===== src/hdl/merd_pkg.sv =====
// Shared widths and limits for the mean Euclidean row distance core.
// No dependencies; used by every module in hdl/.
package merd_pkg;

  localparam int unsigned SAMPLE_W = 32;
  localparam int unsigned SQ_W     = 2 * SAMPLE_W;
  localparam int unsigned ROOT_W   = 34;
  localparam int unsigned RAD_W    = 2 * ROOT_W;
  localparam int unsigned TOTAL_W  = 50;
  localparam int unsigned MEAN_W   = 34;
  localparam int unsigned ROWS_W   = 17;

  localparam logic [TOTAL_W-1:0] TOTAL_MAX = {TOTAL_W{1'b1}};

endpackage


===== src/hdl/merd_lane.sv =====
// One channel lane: absolute difference of two signed samples and its square.
// Depends on merd_pkg.
module merd_lane (
  input  logic                                  clk_i,
  input  logic                                  en_i,
  input  logic signed [merd_pkg::SAMPLE_W-1:0]  a_i,
  input  logic signed [merd_pkg::SAMPLE_W-1:0]  b_i,
  output logic        [merd_pkg::SQ_W-1:0]      sq_o
);

  logic [merd_pkg::SAMPLE_W:0]   diff;
  logic [merd_pkg::SAMPLE_W-1:0] mag;
  logic [merd_pkg::SQ_W-1:0]     sq_q;

  always_comb begin
    if (a_i >= b_i) begin
      diff = {a_i[merd_pkg::SAMPLE_W-1], a_i} - {b_i[merd_pkg::SAMPLE_W-1], b_i};
    end else begin
      diff = {b_i[merd_pkg::SAMPLE_W-1], b_i} - {a_i[merd_pkg::SAMPLE_W-1], a_i};
    end
    // The magnitude always fits in 32 unsigned bits.
    mag = diff[merd_pkg::SAMPLE_W-1:0];
  end

  always_ff @(posedge clk_i) begin
    if (en_i) begin
      sq_q <= mag * mag;
    end
  end

  assign sq_o = sq_q;

endmodule


===== config.mk =====
export PLATFORM = sky130hd
export DESIGN_NAME = merd_lane
export DESIGN_NICKNAME = d
export VERILOG_FILES = /design/src/hdl/merd_pkg.sv /design/src/hdl/merd_lane.sv
export SDC_FILE = /design/constraint.sdc
export NUM_CORES = 2
export LEC_CHECK = 0
export BUFFER_PORTS_ARGS = -buffer_cell sky130_fd_sc_hd__buf_2
export CORE_UTILIZATION = 50
export DETAILED_ROUTE_END_ITERATION = 8
export PLACE_DENSITY = 0.67
export SLEW_MARGIN = 20
export SYNTH_ARGS = -nofsm -noshare
export SYNTH_HDL_FRONTEND = slang
export SYNTH_SLANG_ARGS = --single-unit

===== constraint.sdc =====
create_clock -name clk_i -period 15.62 [get_ports clk_i]
set_input_delay 3.124 -clock clk_i [delete_from_list [all_inputs] [get_ports clk_i]]
set_output_delay 3.124 -clock clk_i [all_outputs]
set_load 0.05 [all_outputs]

-- Yosys cells after proc, flatten, opt, wreduce, memory -nomap -nowiden
Index checks and enable logic that the tools add are counted.
- output and inout bits: 64
- register bits after elaboration: 64
- input port bits: 66
- order comparisons: 1
- add/sub/neg operators: 2
- muxes and demuxes: 1
- $mul: 1
- operators with widths (kind ; count):
    32-bit by 32-bit multiplier with 64-bit output ; 1
    32-bit subtractor ; 2
    32-bit >= comparator ; 1
    32-bit 2-to-1 mux ; 1

-- Logic depth before layout (Yosys ltp)
- depth after elaboration: 3
- depth in mapped cells: 45

-- Worst setup path after synthesis
Ideal clock, no wire load.
- path type: in2reg
- start point: input port a_i[0] in the netlist's numbering
- end point: register sq_q, in the netlist sq_o[56] (data pin)
- stages on the path: 39
- setup slack: 3068 ps
- required time: 15356 ps
- arrival time: 12288 ps
- library setup time: 264 ps
- cell sequence: inv_1 > ha_1 > inv_1 > fa_1 > a21o_1 > a221o_1 > a211o_1 > a21o_1 > a211o_1 > a211oi_2 > a31oi_2 > xnor2_4 > inv_2 > buf_2 > buf_2 > nand2_1 > fa_1 > inv_1 > (+3 left out) > fa_1 > inv_1 > fa_1 > fa_1 > fa_1 > inv_1 > fa_1 > inv_1 > ha_1 > clkbuf_1 > nand4_1 > or3_1 > a311oi_1 > a21oi_1 > o41ai_1 > a21o_1 > a31oi_1 > xnor2_1
- cells in the longest elaborated chain, start to end: 3
- RTL lines (what ; line ; RTL):
    start, declared ; merd_lane.sv:6 ; input logic signed [merd_pkg::SAMPLE_W-1:0] a_i,
    32-bit subtractor (tied with other cells) ; merd_lane.sv:19 ; diff = {b_i[merd_pkg::SAMPLE_W-1], b_i} - {a_i[merd_pkg::SAMPLE_W-1], a_i};
    32-bit 2-to-1 mux (*) ; merd_lane.sv:16 ; if (a_i >= b_i) begin
    32-bit by 32-bit multiplier with 64-bit output (*) ; merd_lane.sv:27 ; sq_q <= mag * mag;
    end signal, assigned ; merd_lane.sv:27 ;
    end, declared ; merd_lane.sv:13 ; logic [merd_pkg::SQ_W-1:0] sq_q;
Every way passes the cells marked *; elsewhere a longest branch is shown, timed or not.
A chain may end at the register's enable or synchronous reset.

-- Worst setup path in the final report
- start point: input port a_i[25] in the netlist's numbering
- end point: register sq_q, in the netlist sq_o[59] (data pin)
Same word-level chain as after synthesis.

==> impl_metrics.json <==
{
  "die_h_um": 266,
  "largest_reg_flops": 63,
  "setup_viol": 0,
  "ys_ff_latch": 63,
  "cts_buffers": 9,
  "critPathKind": "in -> reg",
  "io_pins": 130,
  "cts_tree": "yes",
  "synth_most_common_cell": "inv_1",
  "synth_fa_ha_area_share_pct": 58.5,
  "n_antenna_cell": 0,
  "cts.repair.resized": 0,
  "core-area_sq_um": 68800,
  "placed_area_sq_um": 36500,
  "startpoint_type": "input port",
  "vias_per_cell": 5.40,
  "rsz0062_at_grt": "false",
  "seq_area_sq_um": 1890,
  "ys_top_cells_by_count": "inv_1 (1065), fa_1 (798), ha_1 (351)",
  "finalSetupTns_ns": 0,
  "slew_violations": 0,
  "cap_violations": 0,
  "fin_cells": 4840,
  "h-tree-depth": 3,
  "synth-simple-area-share_pct": 9.89,
  "outcome": "finished, final reports clean",
  "start_util_pct": 50.6,
  "rows": 96,
  "critPathCaptureType": "register",
  "fillers": 6368,
  "synth-edff-count": 63,
  "nNetsFinal": 5119,
  "cts_buffer_depth": 2,
  "async_flop_share_pct": 0,
  "die-area_sq_um": 70700,
  "startpoint": "a_i[25]",
  "holdBufCountCts": 0,
  "seq_area_frac_synth_pct": 5.43,
  "wire_per_inst_um": 20.5,
  "ys_warn_count": 0,
  "synth_top_family_by_area": "adder cells",
  "ant_nets": 0,
  "synth_cells": 3850,
  "min_period_ns": 14.49,
  "wirelength_um": 99200,
  "grt_pass1_vias": 27502,
  "cp_slowest_cell": "xnor2_4",
  "yosysTopAreaCellShare_pct": 45.9,
  "synthMuxAreaShare_pct": 0.424,
  "grt_pass1_wl_um": 154000,
  "drt_pass1_iterations": 6,
  "slew_headroom_pct": 30.3,
  "synth_area_leaders": "fa_1 (46%), ha_1 (13%), inv_1 (11%)",
  "antenna_found_initial": 1,
  "max_stage_delay_ns": 0.80,
  "area_growth_pct": 5.66,
  "path_clk_slew_ns": 0.07,
  "vias": 26160,
  "synth_top_area_cell": "fa_1",
  "numPortBuffers": 128,
  "synth_xor_area_share_pct": 3.65,
  "crit_required_ns": 15.82,
  "synth_area_sq_um": 34800,
  "synth_flop_cell": "edfxtp_1",
  "postCtsSetupBuffers": 0,
  "syn_nets": 5065,
  "ys_types": 86,
  "path_common_cell": "fa_1",
  "crit_fanout": 24,
  "fin_crit_sh_pct": 92.7,
  "die_x_um": 266,
  "crit_arrival_ns": 14.68,
  "root_buffer": "clkbuf_16",
  "drive_gt1_share_pct": 7.24,
  "grt_usage_pct": 28.9,
  "final-hold-violation-count": 0,
  "drtIter0Drc": 2049,
  "hpwl_um": 81400,
  "worst_hold_path_type": "in -> reg",
  "multi_input_area_sq_um": 28300,
  "fmax_mhz": 69.0,
  "drc": 0,
  "final_area_sq_um": 36800,
  "avgSynthCellArea_sq_um": 9.05,
  "grt_max_degree": 62,
  "gr-total-overflow": 0,
  "clock_sinks": 63,
  "dp_cells": 4824,
  "crit_path_end": "sq_o[59]",
  "max_slew.worst_pin.slew_ns": 1.04,
  "gp_congestion": 0.965,
  "synth_compound_area_share_pct": 8.55
}
-- cells in the final DEF, fill, tap and decap left out, types with 5 or more instances in the layout --
cell type	synthesis	final
inv_1	1065	1065
fa_1	798	798
ha_1	351	351
nor2_1	336	336
nand2_1	329	329
a21oi_1	155	155
buf_2	74	128
a21o_1	77	77
o21ai_0	71	71
xnor2_1	71	65
edfxtp_1	63	63
buf_4	10	57
xor2_1	40	35
nand4_1	29	29
o21bai_1	27	27
nand3_1	22	22
o21a_1	19	19
inv_2	17	17
xnor2_2	10	16
nand2b_1	16	16
nor2b_1	14	14
o211ai_1	12	12
a31oi_1	11	11
a211oi_1	11	11
nor3_1	11	11
xor2_2	5	10
and3_1	9	9
clkbuf_16	0	9
or3_1	8	8
mux2i_1	8	8
o21ai_1	7	7
or2_2	7	7
a211o_1	6	6
and2_1	5	5
o31ai_1	5	5
a31o_2	5	5
-- worst max-delay path: cells and delay by family --
kind	cells	cell delay [ns]
adders and majority gates	10	4.74
AOI/OAI and AO/OA	10	2.85
and+or+nand+nor	5	1.61
buffers and inverters	10	1.28
xor gates and xnor gates	2	1.03
-- layout make-up --
class,count,area share [%]
clock buffers,9,0.612
clock inverters,7,0.272
inverters,1082,11.0
multi-input cells,2563,76.9
flip-flops and latches,63,5.14
well taps,931,3.16
repair buffers,185,2.90
-- worst min-delay path by stage --
stage	from	slack, ns	cells past startpoint	end
after floorplan	en_i	3.24	0	sq_o[0]
after global placement	en_i	3.46	1	sq_o[54]
after detailed placement	en_i	3.47	1	sq_o[62]
after CTS	en_i	3.08	1	sq_o[54]
after global routing	en_i	3.07	1	sq_o[54]
final	en_i	3.08	1	sq_o[54]
-- through the flow --
stage                     util, %  hold WS [ns]  worst slack [ns]
final                        53.5          3.08              1.13
after global routing         53.5          3.07             0.584
after CTS                    53.5          3.08              1.35
after detailed placement     53.0          3.47              1.00
after global placement       53.0          3.46              1.22
after floorplan                 -          3.24              3.07
-- metal layers --
| metal | vias up | track usage [%] | part of all wire (%) |
|---|---|---|---|
| met5 | - | 0 | 0.011 |
| met2 | 1087 | 49.0 | 49 |
| li1 | 11630 | - | - |
| met4 | 2 | 11.6 | 4.8 |
| met3 | 261 | 4.64 | 7.6 |
| met1 | 13180 | 37.1 | 39 |
-- kinds of logic after synthesis --
group	Yosys count
mux	13
flops	63
xor+xnor	128
compound gates	459
fa+ha+maj	1149
buf+inv	1224
other cells	1
simple gates	813
Power is left out: the tool's default activity adds up to more than one toggle a clock period on the data nets, which glitch-free logic cannot reach.
