===== config.mk =====
export PLATFORM = sky130hd
export DESIGN_NAME = merd_sqrt
export DESIGN_NICKNAME = d
export VERILOG_FILES = /design/src/hdl/merd_pkg.sv /design/src/hdl/merd_sqrt.sv
export SDC_FILE = /design/constraint.sdc
export NUM_CORES = 1
export LEC_CHECK = 0
export BUFFER_PORTS_ARGS = -buffer_cell sky130_fd_sc_hd__buf_2
export CAP_MARGIN = 20
export CORE_MARGIN = 2
export CORE_UTILIZATION = 40
export DETAILED_ROUTE_END_ITERATION = 16
export HOLD_SLACK_MARGIN = 0.05
export PLACE_DENSITY = 0.58
export SETUP_SLACK_MARGIN = 0.3
export SKIP_LAST_GASP = 1
export SYNTH_ARGS = -nofsm -noshare
export SYNTH_HDL_FRONTEND = slang
export SYNTH_SLANG_ARGS = --single-unit

===== constraint.sdc =====
create_clock -name clk_i -period 3.8 [get_ports clk_i]
set_input_delay 1.14 -clock clk_i [delete_from_list [all_inputs] [get_ports clk_i]]
set_output_delay 1.14 -clock clk_i [all_outputs]
set_load 0.05 [all_outputs]

===== src/hdl/merd_pkg.sv =====
// Shared widths and limits for the mean Euclidean row distance core.
// No dependencies; used by every module in hdl/.
package merd_pkg;

  localparam int unsigned SAMPLE_W = 32;
  localparam int unsigned SQ_W     = 2 * SAMPLE_W;
  localparam int unsigned ROOT_W   = 34;
  localparam int unsigned RAD_W    = 2 * ROOT_W;
  localparam int unsigned TOTAL_W  = 50;
  localparam int unsigned MEAN_W   = 34;
  localparam int unsigned ROWS_W   = 17;

  localparam logic [TOTAL_W-1:0] TOTAL_MAX = {TOTAL_W{1'b1}};

endpackage


===== src/hdl/merd_sqrt.sv =====
// Digit-by-digit floor square root, one root bit per cycle.
// Depends on merd_pkg.
module merd_sqrt (
  input  logic                          clk_i,
  input  logic                          rst_ni,
  input  logic                          start_i,
  input  logic [merd_pkg::RAD_W-1:0]    rad_i,
  output logic                          done_o,
  output logic [merd_pkg::ROOT_W-1:0]   root_o
);

  localparam int unsigned REM_W = merd_pkg::ROOT_W + 3;
  localparam int unsigned CNT_W = $clog2(merd_pkg::ROOT_W);

  logic [REM_W-1:0]             rem_q, rem_sh, trial;
  logic [merd_pkg::ROOT_W-1:0]  root_q;
  logic [merd_pkg::RAD_W-1:0]   rad_q;
  logic [CNT_W-1:0]             cnt_q;
  logic                         busy_q, done_q;

  always_comb begin
    rem_sh = {rem_q[REM_W-3:0], rad_q[merd_pkg::RAD_W-1 -: 2]};
    trial  = {1'b0, root_q, 2'b01};
  end

  always_ff @(posedge clk_i or negedge rst_ni) begin
    if (!rst_ni) begin
      busy_q <= 1'b0;
      done_q <= 1'b0;
      cnt_q  <= '0;
    end else begin
      done_q <= 1'b0;
      if (start_i) begin
        busy_q <= 1'b1;
        cnt_q  <= '0;
      end else if (busy_q) begin
        cnt_q <= cnt_q + 1'b1;
        if (cnt_q == CNT_W'(merd_pkg::ROOT_W - 1)) begin
          busy_q <= 1'b0;
          done_q <= 1'b1;
        end
      end
    end
  end

  always_ff @(posedge clk_i) begin
    if (start_i) begin
      rem_q  <= '0;
      root_q <= '0;
      rad_q  <= rad_i;
    end else if (busy_q) begin
      rad_q <= {rad_q[merd_pkg::RAD_W-3:0], 2'b00};
      if (rem_sh >= trial) begin
        rem_q  <= rem_sh - trial;
        root_q <= {root_q[merd_pkg::ROOT_W-2:0], 1'b1};
      end else begin
        rem_q  <= rem_sh;
        root_q <= {root_q[merd_pkg::ROOT_W-2:0], 1'b0};
      end
    end
  end

  assign done_o = done_q;
  assign root_o = root_q;

endmodule


Yosys cells after proc, flatten, opt, wreduce, memory -nomap -nowiden. Index checks and enable logic that the tools add are counted.

Memories: 0. Memory bits (writable): 0. Logic and storage cells: 23. Register bits: 145. Bits in latches: 0. Input bits: 71. Output and inout port bits: 35. ROM bits: 0.

Div/mod/pow operators: 0. Mux-type cells: 12. Eq/ne operators: 1. Shift operators: 0. Reduce and logical (&&, ||, !) cells: 1. Add/sub/neg operators: 2. Magnitude comparators: 1. Multiply operators: 0. Bitwise logic cells: 0.

Operator list (number): 68-bit 2-to-1 mux (2); 37-bit by 36-bit >= comparator with 1-bit output (1); 35-bit 2-to-1 mux (1); 35-bit subtractor (1); 6-bit 2-to-1 mux (2); 1-bit 2-to-1 mux (7); 6-bit by 1-bit adder with 6-bit output (second input constant) (1); 6-bit == test (second input constant) (1); 2-bit nonzero test (1).

Depth between registers and ports, before layout. Gate-level depths: netlist of run 1.

Depth in word-level cells: 4. Gate-level depth with buffers: 13. Depth with buffers taken out: 11.

Worst setup path after synthesis of run 1. No wires, ideal clock.

Path kind: reg2reg. Start point: register root_q (netlist bit root_o[8]). End point: register rem_q[20]. Cell stages (with the launch flop): 13. Data required time: 3.608 ns. Arrival time: 3.073 ns. Setup slack: 0.535 ns. Buffers on the path: 2. Period minus slack after synthesis: 3.265 ns. Setup time: 0.192 ns. Cells stage by stage: dfxtp_1 inv_1 ha_1 buf_2 nand4_1 or4_1 a21oi_2 o2111a_1 o21ai_2 o31ai_4 buf_2 mux2i_1 o22ai_1.

Cells in the longest elaborated chain, start to end: 2. Elaborated cells between the ends (all ways): 3. Classes of those cells: 1 x add/sub; 1 x order compare; 1 x mux.

Ends and longest elaborated chain: from (decl) (line merd_sqrt.sv:16) `logic [merd_pkg::ROOT_W-1:0] root_q;`; from (signal assigned) (line merd_sqrt.sv:55) `root_q <= {root_q[merd_pkg::ROOT_W-2:0], 1'b1};`; from (signal assigned) (line merd_sqrt.sv:58) `root_q <= {root_q[merd_pkg::ROOT_W-2:0], 1'b0};`; 35-bit subtractor or 37-bit by 36-bit >= comparator with 1-bit output (tied branches) (line merd_sqrt.sv:54, merd_sqrt.sv:53); 35-bit 2-to-1 mux (*) (line merd_sqrt.sv:53) `if (rem_sh >= trial) begin`; to (signal assigned) (line merd_sqrt.sv:54) `rem_q <= rem_sh - trial;`; to (signal assigned) (line merd_sqrt.sv:57) `rem_q <= rem_sh;`; to (decl) (line merd_sqrt.sv:15) `logic [REM_W-1:0] rem_q, rem_sh, trial;`.

Every way passes the cells marked *; elsewhere a longest branch is shown, timed or not. A chain may end at the register's enable or synchronous reset.

Worst setup path in the final report of run 1.
Start point: register root_q (netlist bit root_o[8]). End point: register rem_q[22].

The elaborated chain is that of the path after synthesis.

==> results of run 1 <==
[path summary, 6_finish.rpt]
kind	from	endpoint	cells after the start
max in group asynchronous	rst_ni	busy_q$_DFF_PN0_	1
worst min register to register	rem_q[10]$_SDFFE_PP0P_	rem_q[10]$_SDFFE_PP0P_	2
worst max register to register	root_o[8]$_SDFFE_PP0P_	rem_q[22]$_SDFFE_PP0P_	11
min in group asynchronous	rst_ni	cnt_q[4]$_DFFE_PN0P_	1
worst min-delay path	rem_q[10]$_SDFFE_PP0P_	rem_q[10]$_SDFFE_PP0P_	2
worst max-delay path	root_o[8]$_SDFFE_PP0P_	rem_q[22]$_SDFFE_PP0P_	11
[cell type report]
class,instances,area (um2)
clock buffers,17,425
clock inverters,15,179
fillers,1858,10100
inverters,48,180
multi-input cells,525,3910
flip-flops and latches,145,3630
well taps,265,332
repair buffers,120,661
[through the flow]
step           utilization  cells  instance area, um2  total power [mW]  setup slack, ns
3_5_place_dp         0.448   1103                8700              5.19            0.518
6_report             0.480   1135                9310              6.87            0.529
3_3_place_gp         0.448   1103                8700              5.21            0.604
5_1_grt              0.480   1135                9310              7.37            0.251
2_1_floorplan            -    757                7870              4.53            0.535
4_1_cts              0.480   1135                9300              6.90            0.497
[per-layer routing]
metal  track usage  part of all wire
met1         0.222              0.47
met2         0.270              0.45
met3        0.0593             0.062
met4        0.0491            0.0088
met5             0           0.00064
[power by group]
group	switching (mW)	internal, mW	total [mW]
registers	0.139	1.88	2.02
logic	1.73	1.46	3.18
clock network	0.784	0.888	1.67
total	2.65	4.22	6.87
[worst max-delay path: stages, from the launching register on]
cell      delay [ns]
dfxtp_1         0.38
inv_1           0.06
ha_1            0.40
nand4_1         0.16
or4_1           0.55
a21oi_2         0.20
o2111a_1        0.27
o21ai_2         0.10
o31ai_4         0.29
buf_6           0.22
mux2_2          0.35
a211oi_1        0.21
[cell usage in the layout, fill, tap and decap left out, drive strengths merged, types with 7 or more instances in the layout]
master    n
buf     120
inv      55
edfxtp   68
dfrtp     8
nand2    44
ha       38
clkinv    8
nand2b    8
xnor2    21
nand4     9
nand3     8
a211oi   21
dfxtp    69
xor2     14
mux2i    52
and2      7
nor3     12
clkbuf   17
o21ai    29
nor2     74
a21o     17
mux2     67
a21oi    35
[repair_timing]
item | CTS | global route
endpoints found under the setup margin | 0 | 5
gates resized for setup | 0 | 2
hold endpoints to repair | 0 | 0
[logic make-up after synthesis]
group | count (synthesis)
buffers and inverters | 87
AND/OR/NAND/NOR | 186
AO/OA/AOI/OAI | 147
XOR/XNOR | 35
adder cells (fa/ha/maj) | 38
flip-flops | 145
multiplexers | 119
[registers in the layout (all words and copies together) (netlist names)]
signal  flops
busy_q      1
cnt_q       6
done_o      1
rad_q      68
rem_q      35
root_o     34
==> flow_summary.yaml, run 1 <==
outcome:
  status: "finished, final reports clean"
critical_path:
  cp.arrival_ns: 3.62
  required_ns: 4.15
  reg2reg_setup_slack_ns: 0.53
  crit_type: "flip-flop to flip-flop"
  crit_path_end_kind: "flip-flop"
  start_kind: "flip-flop"
  crit_fanout: 12
yosys:
  avgSynthCellArea_um2: 10.4
  ys_top_cells_by_area: "edfxtp_1 (26%), dfxtp_1 (18%), mux2_2 (9.6%), mux2i_1 (6.6%), ha_1 (6.0%)"
  yosys_most_used_dff: "dfxtp_1"
  syn_nets: 866
  synth-adder-area-share: 0.0604
  synth_compound_area_frac: 0.126
  synth_edf_count: 68
  ys_ff_latch: 145
  synth_top_family_by_area: "multiplexers"
  synth_xor_area_frac: 0.0389
  synth_cell_types: 58
  seq_area_frac_synth: 0.460
  synthTopCellsByCount: "nor2_1 (74), dfxtp_1 (69), edfxtp_1 (68), mux2_2 (67), mux2i_1 (52)"
  ys_warn_count: 0
  synthArstFlopShare: 0.0552
  synth_mux_area_frac: 0.162
  synth-simple-area-share: 0.109
  synth_most_common_cell: "nor2_1"
  yosys.area.top_type: "edfxtp_1"
  netlist_area_um2: 7870
  synth_top_area_share: 0.259
  synth_cells: 757
floorplanning:
  start_util: 0.406
  num_io_pins: 106
  rows: 51
  design.core.area_um2: 19400
  dieArea_um2: 20800
  die_y_um: 144
  die_w_um: 144
power:
  peakVddDrop_uv: 438
  power.leakage_nw: 4.13
  power_density_nw_per_um2: 738
min_path:
  hp-class: "flip-flop to flip-flop"
clock_tree:
  ctsHtreeMaxLevel: 4
  cts_buffers: 17
  cts.clk_slew.worst_paths_ns: 0.07
  clock_path_buffers: 2
  clock_latency_ns: 0.44
  cts_sinks: 145
  postCtsHoldBufs: 0
  clockRootBuffer: "clkbuf_16"
  post_cts_buffers: 0
  cts_tree: "yes"
sta:
  hold_slack_ns: 0.473
  slew_viol_final: 0
  grt_setup_unrepaired: "true"
  fmax_mhz: 306
  report.final.setup_viol: 0
  fin_skew_ns: 0.0122
  max_slew_margin: 0.638
  tightest_slew_ns: 0.536
  fin_setup_tns_ns: 0
  fin_crit_sh: 0.861
  fin_crit_ns: 3.27
  hold_viol: 0
drt:
  ant_nets: 0
  num_vias: 5735
  drt_iter0_markers: 407
  first_pass_iters: 5
  wirelength_um: 17100
  drc: 0
  detail_route.wl_per_cell_um: 15.0
  via_per_inst: 5.05
place:
  routabilityCongestion: 0.883
  port_buffers: 105
  hpwl_um: 12100
global_routing:
  grt_start_max_net_pins: 69
  overflow: 0
  track_usage: 0.171
  grt_pass1_vias: 5747
  grt_pass1_wl_um: 28100
  antenna_found_initial: 1
job:
  cap_violations: 0
final_layout:
  nets: 966
  area_growth_pct: 18.3
  diodes: 0
  final_layout_size_suffix_gt1_frac: 0.261
No activity file was read; power rests on OpenSTA's default activity.
==> inputs of run 2 (changes only) <==
--- a/config.mk
+++ b/config.mk
@@ -9,8 +9,8 @@
 export CAP_MARGIN = 20
 export CORE_MARGIN = 2
-export CORE_UTILIZATION = 40
+export CORE_UTILIZATION = 45
 export DETAILED_ROUTE_END_ITERATION = 16
 export HOLD_SLACK_MARGIN = 0.05
-export PLACE_DENSITY = 0.58
+export PLACE_DENSITY = 0.64
 export SETUP_SLACK_MARGIN = 0.3
 export SKIP_LAST_GASP = 1
==> constraint.sdc (replaced) <==
create_clock -name clk_i -period 3.8 [get_ports clk_i]
set_input_delay 1.14 -clock clk_i [delete_from_list [all_inputs] [get_ports clk_i]]
set_output_delay 1.14 -clock clk_i [all_outputs]
set_load 0.005 [all_outputs]
==> run 2 against run 1 <==
  * Sequential share of layout area increased by 0.68 points
  * First-iteration DRC count decreased by 6.9%
  * Utilization increased by 5.3 points
  * Wire length decreased by 1.7%
  * Cell area decreased by 1.7%
  * Fmax decreased by 0.17%
  * Sequential power about the same
  * Global-route usage increased by 2.1 points
  * Flip-flop and latch count unchanged
  * Clock skew increased by 0.0023 ns
  * Total power decreased by 3.4%
  * Critical path type unchanged
==> flow_summary.yaml, run 2 (synthesis results as in run 1) <==
outcome:
  status: "finished, final reports clean"
critical_path:
  max_stage_delay_ns: 0.56
  path_cells: "inv_1 > ha_1 > nand4_1 > or4_1 > a21oi_2 > o2111a_1 > o21ai_2 > o31ai_4 > buf_4 > mux2_2 > a211oi_1"
  required_ns: 4.15
  crit_type: "flip-flop to flip-flop"
  crit_buf_inv: 2
  reg2reg_depth: 11
  path_delay_family: "compound AO/OA/AOI/OAI gates"
  start_kind: "flip-flop"
  cp_slowest_cell: "or4_1"
  crit_fanout: 20
  reg2reg_to: "rem_q[22]$_SDFFE_PP0P_"
  reg2reg_setup_slack_ns: 0.52
  cp.arrival_ns: 3.62
  regToRegStartpoint: "root_o[8]$_SDFFE_PP0P_"
  crit_path_end_kind: "flip-flop"
floorplanning:
  die_y_um: 136
  rows: 48
  start_util: 0.458
  die_w_um: 136
  num_io_pins: 106
  design.core.area_um2: 17200
  dieArea_um2: 18600
final_layout:
  diodes: 0
  area_growth_pct: 16.3
  top_register: "rad_q"
  regArea_um2: 3630
  largest_register_ff_count: 68
  fillerInstances: 1597
  final_layout_size_suffix_gt1_frac: 0.252
  final_common_cell: "buf_2"
  multi_input_area_um2: 3910
  nets: 960
  final_cell_mix: "buf_2 (104), nor2_1 (74), dfxtp_1 (69)"
global_routing:
  grt_pass1_vias: 5654
  antenna_found_initial: 0
  track_usage: 0.191
  grt_pass1_wl_um: 27800
  overflow: 0
  grt_start_max_net_pins: 70
drt:
  drt_iter0_markers: 379
  detail_route.wl_per_cell_um: 15.4
  ant_nets: 0
  num_vias: 5745
  via_per_inst: 5.28
  wirelength_um: 16800
  first_pass_iters: 4
  drc: 0
power:
  peakVddDrop_uv: 430
  power_density_nw_per_um2: 725
  power.leakage_nw: 4.07
sta:
  setup_ws_ns: 0.524
  tightest_slew_ns: 0.592
  fin_crit_sh: 0.862
  fin_skew_ns: 0.0145
  slew_viol_final: 0
  hold_viol: 0
  report.final.setup_viol: 0
  max_slew_margin: 0.600
  fin_crit_ns: 3.28
  grt_setup_unrepaired: "false"
  fin_setup_tns_ns: 0
  fmax_mhz: 305
min_path:
  worstHoldPathCells: 2
  min_from: "rem_q[10]$_SDFFE_PP0P_"
  hp-class: "flip-flop to flip-flop"
  hold_end: "rem_q[10]$_SDFFE_PP0P_"
clock_tree:
  clock_path_buffers: 2
  cts_resized: 0
  ctsHtreeMaxLevel: 4
  cts.clk_slew.worst_paths_ns: 0.07
  clockRootBuffer: "clkbuf_16"
  postCtsHoldBufs: 0
  cts_buffers: 17
  cts_sinks: 145
  post_cts_buffers: 0
  cts_tree: "yes"
  clock_latency_ns: 0.43
place:
  routabilityCongestion: 0.844
  hpwl_um: 11800
  pre_cts_slack_ns: 0.515
  port_buffers: 105
job:
  cap_violations: 0
-- run 2: cell count changes in the layout (fill, tap and decap cells not counted), sizes merged --
cell / delta
clkinv: +1
clkinvlp: +2
inv: -3
buf: -6
-- run 2: final cells by class --
type	count	share of cell area
inverter	48	0.0197
sequential	145	0.396
tap	225	0.0308
clock inverter	15	0.0120
timing repair buffer	114	0.0678
clock buffer	17	0.0465
multi-input combinational	525	0.427
-- run 2: through the flow --
step                      hold slack (ns)  cell area, um2  cells  utilization  total power [mW]
after floorplan                     0.441            7870    757            -              4.50
after global placement              0.470            8620   1057        0.502              5.12
after global routing                0.503            9150   1089        0.533              7.13
after CTS                           0.476            9150   1089        0.533              6.69
after detailed placement            0.467            8620   1057        0.502              5.11
final                               0.472            9150   1089        0.533              6.64
-- run 2: routing by layer --
metal | wire length [um] | track usage
met1 | 7710 | 0.246
met2 | 7890 | 0.304
met3 | 1040 | 0.0664
met4 | 122 | 0.0573
met5 | 0 | 0
-- run 2: how the worst max path moves through the flow --
stage	startpoint	to	slack (ns)	cells past startpoint
after detailed placement	root_o[8]$_SDFFE_PP0P_	rem_q[22]$_SDFFE_PP0P_	0.52	11
final	root_o[8]$_SDFFE_PP0P_	rem_q[22]$_SDFFE_PP0P_	0.52	11
after global routing	root_o[8]$_SDFFE_PP0P_	rem_q[22]$_SDFFE_PP0P_	0.30	11
after global placement	root_o[8]$_SDFFE_PP0P_	rem_q[22]$_SDFFE_PP0P_	0.63	11
after floorplan	start_i	rad_q[0]$_SDFFCE_PN0P_	0.58	3
after CTS	root_o[8]$_SDFFE_PP0P_	rem_q[22]$_SDFFE_PP0P_	0.50	11
-- run 2: power by group --
group	leakage (nW)	internal (mW)	switching [mW]
sequential	1.39	1.88	0.143
combinational	2.42	1.42	1.66
clock	0.259	0.838	0.698
total	4.07	4.14	2.50
-- run 2: worst min-delay path: cells and delay by family, from the launching register on --
kind,cells,cell delay (ns)
DFF,1,0.33
and+or+nand+nor,1,0.05
AOI/OAI and AO/OA,1,0.05
==> inputs of run 3 (changes only) <==
clock period = 3.05 ns   (was 3.8 ns; I/O delays follow)
==> run 3 against run 2 <==
  * Combinational power rose by 80%
  * Fmax grew 11%
  * Total power is 55% higher
  * Via count up 8.9%
  * Count of clock-buffer cells in the layout did not move
  * Clock power up 46%
  * First-iteration DRC count rose by 0.26%
  * Critical path depth rose by 2
  * Critical endpoint is now rem_q[6]$_SDFFE_PP0P_
==> flow_summary.yaml, run 3 (synthesis results as in run 1) <==
critical_path:
  crit_path_end_kind: "flip-flop"
  reg2reg_setup_slack_ns: 0.1
  required_ns: 3.35
  reg2reg_to: "rem_q[6]$_SDFFE_PP0P_"
  regToRegStartpoint: "root_o[7]$_SDFFE_PP0P_"
  reg2reg_depth: 13
  start_kind: "flip-flop"
  crit_fanout: 6
  crit_end: "rem_q[6]$_SDFFE_PP0P_"
  cp.arrival_ns: 3.25
  cp-startpoint: "root_o[7]$_SDFFE_PP0P_"
  crit_type: "flip-flop to flip-flop"
place:
  routabilityCongestion: 0.888
  pre_cts_slack_ns: 0.0209
  dpl_cell_area_um2: 9110
  port_buffers: 105
  dp_cells: 1112
  hpwl_um: 12300
final_layout:
  diodes: 0
  final_util: 0.596
  fillerInstances: 1493
  stdcell_count: 1168
  fin_area_um2: 10200
  largest_register_ff_count: 68
  top_register: "rad_q"
  final_common_cell: "buf_2"
  final_layout_size_suffix_gt1_frac: 0.368
  final_cell_mix: "buf_2 (104), buf_4 (73), nor2_1 (71)"
  nets: 1039
  area_growth_pct: 30.1
drt:
  via_per_inst: 5.36
  ant_nets: 0
  detail_route.wl_per_cell_um: 15.6
  drt_iter0_markers: 380
  wirelength_um: 18200
  num_vias: 6258
  first_pass_iters: 5
  drc: 0
global_routing:
  met1_usage: 0.260
  overflow: 0
  met3_usage: 0.0511
  grt_pass1_wl_um: 29200
  grtUsageMet2: 0.313
  grt_pass1_vias: 6019
  grt_start_max_net_pins: 75
  gr-max-usage-layer: "met2"
  track_usage: 0.197
  antenna_found_initial: 0
sta:
  fin_setup_tns_ns: 0
  fmax_mhz: 339
  slew_viol_final: 0
  setup_ws_ns: 0.0996
  max_slew_margin: 0.414
  hold_slack_ns: 0.324
  report.final.setup_viol: 0
  fin_crit_ns: 2.95
  fin_skew_ns: 0.00899
  grt_setup_unrepaired: "true"
  hold_viol: 0
  tightest_slew_ns: 0.878
  fin_crit_sh: 0.967
power:
  power.leakage_nw: 4.60
  power_frac_seq: 0.245
  power.internal_mw: 6.61
  peakVddDrop_uv: 585
  switching_power_mw: 3.70
  combPwrFrac: 0.537
  clock_power_share: 0.218
  p_total_mw: 10.3
  netSwitchingFraction: 0.359
  power_density_nw_per_um2: 1010
clock_tree:
  cts.clk_slew.worst_paths_ns: 0.06
  clock_latency_ns: 0.42
  cts_sinks: 145
  ctsHtreeMaxLevel: 4
  clock_path_buffers: 2
  cts_tree: "yes"
  clockRootBuffer: "clkbuf_16"
  cts_buffers: 17
floorplanning:
  design.core.area_um2: 17200
  die_w_um: 136
  rows: 48
  num_io_pins: 106
  dieArea_um2: 18600
  die_y_um: 136
  start_util: 0.458
job:
  cap_violations: 0
outcome:
  status: "finished, final reports clean"
min_path:
  hp-class: "primary input to asynchronous set/reset pin"
## run 3: cell count changes in the layout (fill, tap and decap cells not counted), moves of 5 or more
| cell | previous run | this run |
|---|---|---|
| buf_4 | 8 | 73 |
| o21ai_0 | 24 | 10 |
| o21ai_1 | 4 | 12 |
| ha_1 | 38 | 31 |
| ha_4 | 0 | 7 |
| dfxtp_1 | 69 | 63 |
| dfxtp_2 | 0 | 6 |
| o21ai_2 | 1 | 7 |
| buf_6 | 0 | 5 |
## run 3: layout make-up
cell class	instances	area (um2)	share of cell area
multi-input cells	526	4170	0.407
flip-flops and latches	145	3630	0.355
repair buffers	192	1340	0.130
clock buffers	17	425	0.0415
well taps	225	282	0.0275
clock inverters	15	213	0.0208
inverters	48	184	0.0180
## run 3: worst min path at each step
| stage | startpoint | endpoint | slack, ns |
|---|---|---|---|
| floorplan | rem_q[33]$_SDFFE_PP0P_ | rem_q[33]$_SDFFE_PP0P_ | 0.44 |
| global placement | rem_q[33]$_SDFFE_PP0P_ | rem_q[33]$_SDFFE_PP0P_ | 0.46 |
| detailed placement | rem_q[33]$_SDFFE_PP0P_ | rem_q[33]$_SDFFE_PP0P_ | 0.48 |
| CTS | rst_ni | cnt_q[4]$_DFFE_PN0P_ | 0.31 |
| global route | rst_ni | done_o$_DFF_PN0_ | 0.31 |
| finish | rst_ni | done_o$_DFF_PN0_ | 0.32 |
## run 3: critical path: stages, from the launching register on
cell and delay, ns:
dfxtp_2 0.33, inv_2 0.04, ha_4 0.27, nand4_1 0.13
or4_1 0.54, a21oi_2 0.16, o2111a_1 0.24, o21ai_2 0.10
o31ai_4 0.36, buf_6 0.16, buf_16 0.11, buf_6 0.09
mux2i_2 0.20, a211oi_2 0.08
## run 3: power groups by stage
stage | combinational, mW | sequential, mW | clock (mW)
floorplan | 3.18 | 2.50 | 0
global placement | 4.41 | 2.54 | 0
detailed placement | 4.44 | 2.55 | 0
CTS | 4.94 | 2.52 | 2.30
global route | 6.03 | 2.55 | 2.38
finish | 5.53 | 2.52 | 2.25
## run 3: repair_timing
action	CTS	global route
gates cloned	2	2
gates resized for setup	27	44
hold buffers	0	0
endpoints found under the setup margin	35	36
buffers inserted	10	10
pin swaps	16	23
## run 3: metal layers
layer / vias up / wire, um / share of wire
li1: 3093 / - / -
met1: 3022 / 8400 / 0.46
met2: 123 / 8630 / 0.47
met3: 20 / 850 / 0.047
met4: 0 / 314 / 0.017
met5: - / 0 / 0
