===== config.mk =====
export PLATFORM = sky130hd
export DESIGN_NAME = merd_div
export DESIGN_NICKNAME = d
export VERILOG_FILES = /design/src/hdl/merd_pkg.sv /design/src/hdl/merd_div.sv
export SDC_FILE = /design/constraint.sdc
export NUM_CORES = 1
export LEC_CHECK = 0
export BUFFER_PORTS_ARGS = -buffer_cell sky130_fd_sc_hd__buf_2
export CAP_MARGIN = 20
export CORE_MARGIN = 2
export CORE_UTILIZATION = 55
export DETAILED_ROUTE_END_ITERATION = 10
export HOLD_SLACK_MARGIN = 0.03
export PLACE_DENSITY = 0.8
export RECOVER_POWER = 25
export SYNTH_ARGS = -nofsm -noshare
export SYNTH_HDL_FRONTEND = slang
export SYNTH_SLANG_ARGS = --single-unit
export TNS_END_PERCENT = 20

===== constraint.sdc =====
create_clock -name clk_i -period 4 [get_ports clk_i]
set_input_delay 0.8 -clock clk_i [delete_from_list [all_inputs] [get_ports clk_i]]
set_output_delay 0.8 -clock clk_i [all_outputs]
set_load 0.05 [all_outputs]

===== src/hdl/merd_pkg.sv =====
// Shared widths and limits for the mean Euclidean row distance core.
// No dependencies; used by every module in hdl/.
package merd_pkg;

  localparam int unsigned SAMPLE_W = 32;
  localparam int unsigned SQ_W     = 2 * SAMPLE_W;
  localparam int unsigned ROOT_W   = 34;
  localparam int unsigned RAD_W    = 2 * ROOT_W;
  localparam int unsigned TOTAL_W  = 50;
  localparam int unsigned MEAN_W   = 34;
  localparam int unsigned ROWS_W   = 17;

  localparam logic [TOTAL_W-1:0] TOTAL_MAX = {TOTAL_W{1'b1}};

endpackage


===== src/hdl/merd_div.sv =====
// Restoring divider for the final mean, one quotient bit per cycle.
// Depends on merd_pkg.
module merd_div #(
  parameter int unsigned CW = 17
) (
  input  logic                          clk_i,
  input  logic                          rst_ni,
  input  logic                          start_i,
  input  logic [merd_pkg::TOTAL_W-1:0]  num_i,
  input  logic [CW-1:0]                 den_i,
  output logic                          done_o,
  output logic [merd_pkg::MEAN_W-1:0]   quot_o
);

  localparam int unsigned CNT_W = $clog2(merd_pkg::TOTAL_W);

  logic [merd_pkg::TOTAL_W-1:0] num_q;
  logic [CW-1:0]                den_q;
  logic [CW:0]                  rem_q, rem_sh;
  logic [CNT_W-1:0]             cnt_q;
  logic                         busy_q, done_q;

  assign rem_sh = {rem_q[CW-1:0], num_q[merd_pkg::TOTAL_W-1]};

  always_ff @(posedge clk_i or negedge rst_ni) begin
    if (!rst_ni) begin
      busy_q <= 1'b0;
      done_q <= 1'b0;
      cnt_q  <= '0;
    end else begin
      done_q <= 1'b0;
      if (start_i) begin
        busy_q <= 1'b1;
        cnt_q  <= '0;
      end else if (busy_q) begin
        cnt_q <= cnt_q + 1'b1;
        if (cnt_q == CNT_W'(merd_pkg::TOTAL_W - 1)) begin
          busy_q <= 1'b0;
          done_q <= 1'b1;
        end
      end
    end
  end

  // The quotient bits shift into the numerator register as it empties.
  always_ff @(posedge clk_i) begin
    if (start_i) begin
      num_q <= num_i;
      den_q <= den_i;
      rem_q <= '0;
    end else if (busy_q) begin
      if (rem_sh >= {1'b0, den_q}) begin
        rem_q <= rem_sh - {1'b0, den_q};
        num_q <= {num_q[merd_pkg::TOTAL_W-2:0], 1'b1};
      end else begin
        rem_q <= rem_sh;
        num_q <= {num_q[merd_pkg::TOTAL_W-2:0], 1'b0};
      end
    end
  end

  assign done_o = done_q;
  // A zero row count yields a zero mean.
  assign quot_o = (den_q == '0) ? '0 : num_q[merd_pkg::MEAN_W-1:0];

endmodule


## Word-level counts from Yosys, hierarchy flattened

Cells that the tools add are included.

- Bits of input ports: 70
- Logic and storage cells: 25
- Register bits after elaboration: 92

- Magnitude comparators: 1
- Multiplexer cells: 13
- $add $sub $neg: 2
- Equality and inequality tests: 1
- Reduce and logical (&&, ||, !) cells: 2

Operator list:

| operator | number |
|---|---|
| $mux 50 | 2 |
| $mux 34 | 1 |
| $ge 18x17->1 | 1 |
| $logic_not 17->1 | 1 |
| $mux 17 | 1 |
| $sub 17x17->17 | 1 |
| $mux 6 | 2 |
| $mux 1 | 7 |
| $add 6x1->6 const B | 1 |
| $eq 6x6->1 const B | 1 |
| $reduce_bool 2->1 | 1 |

## Longest topological paths before layout

Gate-level depths: netlist of run 1.

- Word-level depth: 4
- Mapped depth: 13
- Depth with buffers taken out: 11

## Least setup slack after synthesis of run 1

No wires, ideal clock.

- Path kind: register to register
- Start point: reg num_q[49] (netlist name)
- End point: reg num_q[0] (netlist name), data pin
- Arrival: 2.626 ns
- Stages on the path, launching flop included: 13
- Period minus slack after synthesis: 2.886 ns
- Path slack: 1.114 ns
- Buffers on the path: 2
- Data required time: 3.740 ns
- Setup time: 0.260 ns
- Cells stage by stage: edfxtp_1 inv_1 ha_1 inv_1 fa_1 a21o_1 a221oi_4 a2bb2oi_4 a31oi_1 or2_1 buf_6 buf_2 mux2_2

- Longest elaborated chain between the ends: 4

Ends and longest elaborated chain:

| what | RTL line | RTL |
|---|---|---|
| start: declaration | merd_div.sv:17 | `logic [merd_pkg::TOTAL_W-1:0] num_q;` |
| start signal: assignment | merd_div.sv:48 | `num_q <= num_i;` |
| start signal: assignment | merd_div.sv:54 | `num_q <= {num_q[merd_pkg::TOTAL_W-2:0], 1'b1};` |
| start signal: assignment | merd_div.sv:57 | `num_q <= {num_q[merd_pkg::TOTAL_W-2:0], 1'b0};` |
| $ge 18x17->1 | merd_div.sv:52 | `if (rem_sh >= {1'b0, den_q}) begin` |
| $mux 1 | merd_div.sv:52 |  |
| $mux 50 | merd_div.sv:51 | `end else if (busy_q) begin` |
| $mux 50 | merd_div.sv:47 | `if (start_i) begin` |

No other way between the ends. The select of a mux whose other input is x is not followed.
A chain may end at the register's enable or synchronous reset.

## Final worst setup path of run 1

- Start point: reg den_q[6]
- End point: out quot_o[30] (netlist name)

- Longest elaborated chain between the ends: 2

Ends and longest elaborated chain:

| what | RTL line | RTL |
|---|---|---|
| start: declaration | merd_div.sv:18 | `logic [CW-1:0] den_q;` |
| start signal: assignment | merd_div.sv:49 | `den_q <= den_i;` |
| $logic_not 17->1 | merd_div.sv:64 | `assign quot_o = (den_q == '0) ? '0 : num_q[merd_pkg::MEAN_W-1:0];` |
| $mux 34 | merd_div.sv:64 |  |
| end: declaration | merd_div.sv:12 | `output logic [merd_pkg::MEAN_W-1:0] quot_o` |

No other way between the ends.

==> metrics.md, run 1 <==
| Metric | Value |
|---|---|
| M1 GR Usage | `28.4%` |
| Total chip power | `0.00301 W` |
| Final setup fails | `0` |
| Met2 GRT Util | `36.2%` |
| CTS tree | `done` |
| Min cycle time layout | `3350 ps` |
| Avg Inst Size Synth | `11.7 um^2` |
| YS warnings | `0` |
| Worst Hold Class | `input pin to async pin` |
| Post-route ant nets | `0` |
| GPL Wtd Cong | `0.956` |
| Clk sinks | `92` |
| WL/cell | `16.8 um` |
| Synthesized cell area | `4940 um^2` |
| Slowest cell on the critical path | `nor4_1` |
| Initial antenna violation count | `1` |
| Htree depth | `3` |
| Power per cell area | `521 nW/um^2` |
| Largest net degree at the start of global routing | `51` |
| Residual DRC | `0` |
| EDFF count, synth | `67` |
| DR pass1 iterations | `4` |
| Routed wire length | `10700 um` |
| Vias in the first global route | `3710` |
| Layout Cells excl Fill | `636` |
| Net Count, Synth | `513` |
| GR peak layer | `met2` |
| Reg clk slew, reported paths | `90 ps` |
| Util after Layout | `66.3%` |
| Post-synth ARST share | `8.70%` |
| DR iter-0 viols | `270` |
| FF-to-FF setup slack | `670 ps` |
| Row cnt | `34` |
| Rel. slew slack | `34.8%` |
| Netlist cell types | `53` |
| Largest area contributor in the netlist | `edfxtp_1` |
| Status | `complete, no violations` |
| Die ar. | `9760 um^2` |
| Num CTS Buffers | `9` |
| Area delta synth->final | `17.0%` |
| Starting Density | `56.6%` |
| Synth Flop Type | `edfxtp_1` |
| Max Cap Viol | `0` |
| Ant diodes | `0` |
| Final Max Tran Viols | `0` |
| Final hold vios | `0` |
| Nets | `613` |
| Tcrit/Tclk final | `83.6%` |
| WP buf/inv | `2` |
| Setup_tns | `0 ps` |
| Clock buffer depth | `2` |
| Count leader, synth | `edfxtp_1` |
| I/O Buffers | `104` |
| Placed insts | `619` |
| Ratio of cells with drive above 1 in the final layout | `33.5%` |
| #FFs+latches synth | `92` |
| I/O pins | `105` |
| Cell count after synthesis | `423` |
| CP Launch Type | `flop` |
| Worst path top cell family by delay | `simple AND/OR/NAND/NOR gates` |
| Crit path max fanout | `31` |
| # Post-CTS Setup Buffers | `0` |
| Sequential share of the synthesized area | `51.7%` |
| Overall Global Routing Usage | `22.3%` |
| Clock Tree Root | `clkbuf_8` |
| Vias/cell | `5.63` |
| Setup CP Type | `flop to output port` |
| Worst-case reg-to-reg path depth | `10` |
| Vias | `3580` |
| Ranking of synthesized cells by area | `edfxtp_1, mux2_2, dfxtp_1, ha_1, nor2b_1` |
| Core area | `8720 um^2` |
| CP Capture Type | `output port` |
| Post-DP HPWL | `7740 um` |
| RSZ-0062 raised after global routing | `false` |
| Reg2reg start | `num_q[49]$_DFFE_PP_` |
| Cts hold-fix bufs | `0` |
| First-pass GRT wire length | `17400 um` |
| Worst slew pin tran | `978 ps` |
| Peak per-stage delay on the critical path | `420 ps` |
| Top cell type's share of synthesized area | `40.7%` |
| Top cell types by occurrence after synthesis | `edfxtp_1, mux2_2, nor2_1, nor2b_1, inv_1` |
| Maximum VDD drop | `342 uV` |
| Fin Clk Skew | `13.5 ps` |
| Post-CTS Resized | `0` |
| Fmax | `299 MHz` |
| Worst-Skew Late Latency | `360 ps` |
| Arrival @ worst endpoint | `2550 ps` |
| Critical Path RT | `3200 ps` |
| M3 GR Usage | `6.60%` |
| Worst R2R End | `num_q[0]$_DFFE_PP_` |
| CP Cell Sequence | `nor4_1 -> nand4_1 -> nor4_2 -> buf_4 -> nor2b_1 -> buf_2` |
| Die height | `98.8 um` |
| GR Overflow Total | `0` |
| Die width | `98.8 um` |
| LEAKAGE | `2.51 nW` |
-- metal layers --
layer / part of all wire, % / up-vias / routed length (um)
met5: 0.15 / - / 16
met4: 2.0 / 2 / 211
met3: 6.7 / 18 / 717
met2: 49 / 110 / 5260
met1: 42 / 1715 / 4500
li1: - / 1735 / -
-- layout by cell type (no fill, tap or decap), types with 6 or more instances in the layout --
cell and n:
nor2b_1 36, ha_1 19, dfrtp_1 8, nor2_1 36
o21ai_0 14, edfxtp_1 67, a21oi_1 9, a21o_1 8
a211oi_1 11, mux2i_1 9, mux2_2 50, buf_2 102
nand2_1 14, xnor2_1 9, clkbuf_8 10, dfxtp_1 17
inv_1 28, nand4_1 6
-- cells by family (layout without fill, tap and decap cells) --
logic type | Yosys count | after routing | synth area share, %
simple gates | 123 | 123 | 13.0
flops | 92 | 92 | 51.7
compound gates | 67 | 67 | 10.3
mux | 59 | 59 | 13.2
buf+inv | 48 | 153 | 4.05
fa+ha+maj | 20 | 20 | 5.22
xor+xnor | 14 | 14 | 2.48
-- per-stage QoR --
step / worst slack, ps / hold WS, ps / cell area (um^2)
after CTS: 623 / 262 / 5760
after global placement: 782 / 467 / 5540
after detailed placement: 695 / 487 / 5540
after floorplan: 1110 / 440 / 4940
after global routing: 502 / 366 / 5780
final: 655 / 345 / 5780
-- power breakdown --
| part | switching [W] | internal (W) |
|---|---|---|
| registers | 0.0000905 | 0.00117 |
| clock network | 0.000335 | 0.000373 |
| logic | 0.000615 | 0.000431 |
| total | 0.00104 | 0.00197 |
-- worst max-delay path by stage --
stage / from / end / slack, ps / depth (start not counted)
2_1_floorplan: num_q[49]$_DFFE_PP_ / num_q[0]$_DFFE_PP_ / 1110 / 12
3_3_place_gp: num_q[49]$_DFFE_PP_ / num_q[0]$_DFFE_PP_ / 780 / 10
3_5_place_dp: num_q[49]$_DFFE_PP_ / num_q[0]$_DFFE_PP_ / 700 / 10
4_1_cts: den_q[6]$_DFFE_PP_ / quot_o[29] / 620 / 6
5_1_grt: den_q[6]$_DFFE_PP_ / quot_o[5] / 500 / 6
6_report: den_q[6]$_DFFE_PP_ / quot_o[30] / 650 / 6
-- sequential cells by signal (all words and copies together) (netlist names) --
signal	count
num_q	50
den_q	17
rem_q	17
cnt_q	6
busy_q	1
done_o	1
-- final cells by class --
cell class	instances	area [um^2]
clock buffers	11	141
clock inverters	5	83.8
fillers	646	2940
inverters	29	109
multi-input cells	283	2190
flip-flops and latches	92	2550
well taps	108	135
repair buffers	108	564
No activity file was read; power rests on OpenSTA's default activity.
==> run 2, diff against run 1 <==
--- a/config.mk
+++ b/config.mk
@@ -5,13 +5,14 @@
 export SDC_FILE = /design/constraint.sdc
 export NUM_CORES = 1
 export LEC_CHECK = 0
+export ABC_AREA = 1
 export BUFFER_PORTS_ARGS = -buffer_cell sky130_fd_sc_hd__buf_2
 export CAP_MARGIN = 20
 export CORE_MARGIN = 2
-export CORE_UTILIZATION = 55
+export CORE_UTILIZATION = 56
 export DETAILED_ROUTE_END_ITERATION = 10
 export HOLD_SLACK_MARGIN = 0.03
-export PLACE_DENSITY = 0.8
+export PLACE_DENSITY = 0.81
 export RECOVER_POWER = 25
 export SYNTH_ARGS = -nofsm -noshare
 export SYNTH_HDL_FRONTEND = slang
==> constraint.sdc (replaced) <==
create_clock -name clk_i -period 3.35 [get_ports clk_i]
set_input_delay 0.67 -clock clk_i [delete_from_list [all_inputs] [get_ports clk_i]]
set_output_delay 0.67 -clock clk_i [all_outputs]
set_load 0.05 [all_outputs]
==> run 2 against run 1 <==
Effect of this change: via count grew 25%; flip-flop and latch count is the same; register-to-register slack gained 340 ps; largest power group unchanged; highest routed layer is now met4.
==> metrics.md, run 2 <==
| Metric | Value |
|---|---|
| Fin Clk Skew | `8.14 ps` |
| Worst-Skew Late Latency | `360 ps` |
| Net Count, Synth | `749` |
| Cell count after synthesis | `659` |
| DR pass1 iterations | `5` |
| Crit path max fanout | `34` |
| CP Capture Type | `output port` |
| Top flop regs | `num_q (50), den_q (17), rem_q (17)` |
| RSZ-0062 raised after global routing | `false` |
| Cts hold-fix bufs | `0` |
| Routed wire length | `11500 um` |
| Maximum VDD drop | `350 uV` |
| Htree depth | `3` |
| Critical Path RT | `2680 ps` |
| Top cell type's share of synthesized area | `38.3%` |
| DR iter-0 viols | `235` |
| Final hold vios | `0` |
| Overall Global Routing Usage | `23.6%` |
| Post-synth ARST share | `8.70%` |
| Die ar. | `10200 um^2` |
| CTS tree | `done` |
| Clock buffer depth | `2` |
| I/O Buffers | `104` |
| Worst Hold Class | `input pin to async pin` |
| Largest area contributor in the netlist | `edfxtp_1` |
| Most common cell after layout, fill and taps aside | `nand2_1` |
| #FFs+latches synth | `92` |
| Sequential share of the synthesized area | `48.6%` |
| Setup CP Type | `flop to output port` |
| GPL Wtd Cong | `0.930` |
| Top cell types by occurrence after synthesis | `nand2_1, inv_1, edfxtp_1` |
| GR Overflow Total | `0` |
| Synth Flop Type | `edfxtp_1` |
| Placed insts | `858` |
| YS warnings | `0` |
| Final setup fails | `0` |
| Vias | `4480` |
| Die height | `101 um` |
| Rel. slew slack | `38.4%` |
| Setup_tns | `0 ps` |
| Synthesized cell area | `5250 um^2` |
| Commonest cells after routing, fill and taps aside | `nand2_1, inv_1, buf_2` |
| Area delta synth->final | `15.5%` |
| Clk sinks | `92` |
| Vias in the first global route | `4276` |
| LEAKAGE | `3.16 nW` |
| Residual DRC | `0` |
| Power per cell area | `636 nW/um^2` |
| Row cnt | `35` |
| Final Max Tran Viols | `0` |
| Fmax | `374 MHz` |
| Min cycle time layout | `2670 ps` |
| EDFF count, synth | `67` |
| Largest register FFs | `50` |
| Status | `complete, no violations` |
| Avg Inst Size Synth | `7.97 um^2` |
| I/O pins | `105` |
| Core area | `9150 um^2` |
| Post-CTS Resized | `0` |
| Arrival @ worst endpoint | `2000 ps` |
| Post-DP HPWL | `8490 um` |
| Reg clk slew, reported paths | `100 ps` |
| Initial antenna violation count | `0` |
| Nets | `848` |
| CP Launch Type | `flop` |
| Worst slew pin tran | `924 ps` |
| Die width | `101 um` |
| Max Cap Viol | `0` |
| Ratio of cells with drive above 1 in the final layout | `19.9%` |
| Layout Cells excl Fill | `874` |
| Vias/cell | `5.13` |
| Count leader, synth | `nand2_1` |
| Worst-case reg-to-reg path depth | `11` |
| WL/cell | `13.1 um` |
| Netlist cell types | `33` |
| Num CTS Buffers | `9` |
| Post-route ant nets | `0` |
| Tcrit/Tclk final | `79.8%` |
| Ranking of synthesized cells by area | `edfxtp_1, nand2_1, inv_1, dfxtp_1, ha_1` |
| Largest register by flop count | `num_q` |
| # Post-CTS Setup Buffers | `0` |
| Largest net degree at the start of global routing | `58` |
| Ant diodes | `0` |
| First-pass GRT wire length | `18900 um` |
| Clock Tree Root | `clkbuf_8` |
| Starting Density | `57.4%` |
run 2: cell types whose count changed in the layout (fill, tap and decap cells not counted), moves of 9 or more:
cell,previous run,this run
nand2_1,14,206
inv_1,28,111
mux2_2,50,0
nor2b_1,36,0
nand3_1,5,38
o21ai_0,14,42
nor2_1,36,57
a211oi_1,11,0
mux2i_1,9,0
run 2: cells by family after synthesis:
logic type                 count (synthesis)  share of synthesized area (%)
adders and majority gates                 20                           4.91
and+or+nand+nor                          343                           28.3
xor gates and xnor gates                   7                           1.17
DFF                                       92                           48.6
AOI/OAI and AO/OA                         61                           6.31
buffers and inverters                    136                           10.7
run 2: power breakdown:
part / total [W] / internal (W) / switching, W
clock network: 0.000870 / 0.000435 / 0.000435
logic: 0.00149 / 0.000522 / 0.000969
registers: 0.00150 / 0.00140 / 0.0000984
run 2: worst paths after layout:
kind | startpoint | end | slack [ps]
worst max register to register | num_q[49]$_DFFE_PP_ | rem_q[2]$_SDFFE_PP0P_ | 1010
worst max-delay path | den_q[1]$_DFFE_PP_ | quot_o[21] | 680
max in group asynchronous | rst_ni | cnt_q[5]$_DFFE_PN0P_ | 2830
min in group clk_i | den_i[7] | den_q[7]$_DFFE_PP_ | 480
worst min-delay path | rst_ni | cnt_q[1]$_DFFE_PN0P_ | 210
worst min register to register | rem_q[16]$_SDFFE_PP0P_ | rem_q[16]$_SDFFE_PP0P_ | 480
run 2: area by class of cell:
type	instances	area [um^2]
Multi-Input combinational cell	431	2140
Fill cell	773	3080
Sequential cell	92	2550
Inverter	113	424
Clock buffer	9	124
Tap cell	111	139
Timing Repair Buffer	111	583
Clock inverter	7	109
run 2: metal layers:
metal	track usage [%]	vias to the layer above	part of all wire, %
li1	-	2278	-
met1	30.7	2060	43
met2	38.7	124	49
met3	5.13	18	5.7
met4	8.85	0	1.8
met5	0	-	0
run 2: stage by stage:
step	area, um^2	utilization (%)	setup WS, ps	power, W	hold WS (ps)
2_1_floorplan	5250	-	324	0.00270	374
3_3_place_gp	5840	63.8	1070	0.00294	459
3_5_place_dp	5840	63.8	1060	0.00299	465
4_1_cts	6070	66.3	633	0.00387	122
5_1_grt	6070	66.3	477	0.00414	229
6_report	6070	66.3	678	0.00386	212
run 2: worst max-delay path, cell delays in order, from the launching register on:
cell	delay (ps)
edfxtp_1	410
nor4_1	310
nand2_1	130
nor4_4	130
buf_4	340
nor2_1	80
buf_2	220
==> run 3, diff against run 2 <==
==> constraint.sdc (replaced) <==
create_clock -name clk_i -period 2.7 [get_ports clk_i]
set_input_delay 0.54 -clock clk_i [delete_from_list [all_inputs] [get_ports clk_i]]
set_output_delay 0.54 -clock clk_i [all_outputs]
set_load 0.05 [all_outputs]
==> run 3 against run 2 <==
Effect of this change: the run now ends with max-capacitance violations, max-slew violations left; largest power group is now combinational cells; count of clock-buffer cells in the layout unchanged; critical path depth unchanged; sequential power up 23%; wire length down 1.1%; hold slack better by 130 ps; flip-flop and latch count unchanged; die area unchanged; core utilization down 0.36 points; register-to-register slack worse by 510 ps; global-route usage down 0.48 points; total power up 20%.
==> metrics.md, run 3 (synthesis gave the netlist of run 2 again) <==
| Metric | Value |
|---|---|
| CTS tree | `done` |
| Rel. slew slack | `-15.7%` |
| Commonest cells after routing, fill and taps aside | `nand2_1, inv_1, buf_2` |
| GR Overflow Total | `0` |
| Top flop regs | `num_q (50), den_q (17), rem_q (17)` |
| Placement Setup Slack | `499 ps` |
| Ratio of cells with drive above 1 in the final layout | `20.0%` |
| Setup_tns | `0 ps` |
| # Post-CTS Setup Buffers | `0` |
| Final setup fails | `0` |
| CP Launch Type | `flop` |
| Clk sinks | `92` |
| WL/cell | `12.9 um` |
| DR pass1 iterations | `4` |
| Fmax | `399 MHz` |
| Worst Hold Class | `input pin to flop` |
| Min cycle time layout | `2510 ps` |
| Peak per-stage delay on the critical path | `380 ps` |
| I/O pins | `105` |
| Nets | `850` |
| Final Max Tran Viols | `47` |
| Power per cell area | `770 nW/um^2` |
| Filler cells | `774` |
| Starting Density | `57.4%` |
| CP Capture Type | `output port` |
| Row cnt | `35` |
| First-pass GRT wire length | `18700 um` |
| Routed wire length | `11300 um` |
| Die width | `101 um` |
| Core area | `9150 um^2` |
| Status | `finished with violations` |
| LEAKAGE | `3.13 nW` |
| Initial antenna violation count | `0` |
| Crit path max fanout | `34` |
| FF-to-FF setup slack | `500 ps` |
| I/O Buffers | `104` |
| Htree depth | `3` |
| Ant diodes | `0` |
| Failing checks | `max-capacitance violations, max-slew violations` |
| Most common cell after layout, fill and taps aside | `nand2_1` |
| Clock buffer depth | `2` |
| Largest net degree at the start of global routing | `59` |
| Worst-Skew Late Latency | `360 ps` |
| Num CTS Buffers | `9` |
| Vias/cell | `5.12` |
| Residual DRC | `0` |
| Max Cap Viol | `1` |
| Vias | `4486` |
| Reg clk slew, reported paths | `100 ps` |
| DR iter-0 viols | `219` |
| Vias in the first global route | `4229` |
| Fin Clk Skew | `10.1 ps` |
| Area delta synth->final | `14.9%` |
| Maximum VDD drop | `413 uV` |
| GPL Wtd Cong | `0.932` |
| Tcrit/Tclk final | `92.9%` |
| Die ar. | `10200 um^2` |
| Worst slew pin tran | `1730 ps` |
| Largest register FFs | `50` |
| Setup WS post-layout | `191 ps` |
| Overall Global Routing Usage | `23.1%` |
| Util after Layout | `66.0%` |
| Critical Path RT | `2160 ps` |
| Slowest cell on the critical path | `edfxtp_1` |
| Final hold vios | `0` |
| Post-route ant nets | `0` |
| Clock Tree Root | `clkbuf_8` |
| Die height | `101 um` |
| Setup CP Type | `flop to output port` |
| Largest register by flop count | `num_q` |
| Post-DP HPWL | `8650 um` |
| CP Cell Sequence | `inv_1 -> nand4_1 -> nor4_4 -> buf_6 -> nor2_1 -> buf_2` |
| RSZ-0062 raised after global routing | `false` |
| Arrival @ worst endpoint | `1970 ps` |
run 3: changes by cell type in the layout (fill, tap and decap cells not counted):
| cell | previous run | this run |
|---|---|---|
| buf_4 | 6 | 4 |
| buf_6 | 0 | 1 |
| bufinv_16 | 2 | 0 |
| clkbuf_1 | 2 | 3 |
| clkbuf_2 | 0 | 1 |
| clkinv_1 | 1 | 0 |
| clkinv_2 | 0 | 1 |
| clkinvlp_4 | 0 | 3 |
| dlygate4sd3_1 | 0 | 1 |
| inv_8 | 1 | 0 |
run 3: per-layer routing:
metal | global-route usage, % | up-vias | routed length, um
met2 | 36.9 | 133 | 5440
met5 | 0 | - | 0
met4 | 11.2 | 0 | 333
met3 | 4.02 | 30 | 603
li1 | - | 2283 | -
met1 | 30.6 | 2040 | 4950
run 3: what timing repair did:
item	CTS	global route
hold endpoints to repair	8	0
resized for setup	0	1
setup endpoints to repair	0	13
hold buffers	1	0
run 3: worst paths after layout:
kind | start | depth (start not counted) | endpoint
setup / recovery | den_q[15]$_DFFE_PP_ | 6 | quot_o[15]
max in group asynchronous | rst_ni | 2 | cnt_q[3]$_DFFE_PN0P_
hold / removal | den_i[13] | 1 | den_q[13]$_DFFE_PP_
min in group asynchronous | rst_ni | 2 | cnt_q[1]$_DFFE_PN0P_
hold reg to reg | rem_q[13]$_SDFFE_PP0P_ | 2 | rem_q[13]$_SDFFE_PP0P_
setup reg to reg | num_q[49]$_DFFE_PP_ | 14 | rem_q[12]$_SDFFE_PP0P_
run 3: layout make-up:
type | count | area [um^2] | area share, %
Sequential cell | 92 | 2550 | 42.3
Multi-Input combinational cell | 431 | 2140 | 35.4
Timing Repair Buffer | 113 | 598 | 9.91
Inverter | 113 | 424 | 7.03
Tap cell | 111 | 139 | 2.30
Clock buffer | 9 | 124 | 2.05
Clock inverter | 7 | 61.3 | 1.02
run 3: through the flow:
| step | total power, W | instances | hold slack, ps | area (um^2) |
|---|---|---|---|---|
| 6_report | 0.00465 | 876 | 346 | 6040 |
| 3_5_place_dp | 0.00377 | 859 | 393 | 5850 |
| 2_1_floorplan | 0.00335 | 659 | 244 | 5260 |
| 4_1_cts | 0.00464 | 876 | 336 | 6040 |
| 5_1_grt | 0.00496 | 876 | 342 | 6040 |
| 3_3_place_gp | 0.00369 | 859 | 388 | 5850 |
run 3: power breakdown:
part | internal [W] | total (W) | switching (W)
combinational | 0.000666 | 0.00192 | 0.00126
clock | 0.000347 | 0.000876 | 0.000529
sequential | 0.00174 | 0.00185 | 0.000116
total | 0.00275 | 0.00465 | 0.00190
run 3: critical path, delay by kind of cell, from the launching register on:
family | cells | cell delay (ps)
flip-flops | 1 | 380
buffers and inverters | 3 | 580
AND/OR/NAND/NOR | 3 | 630
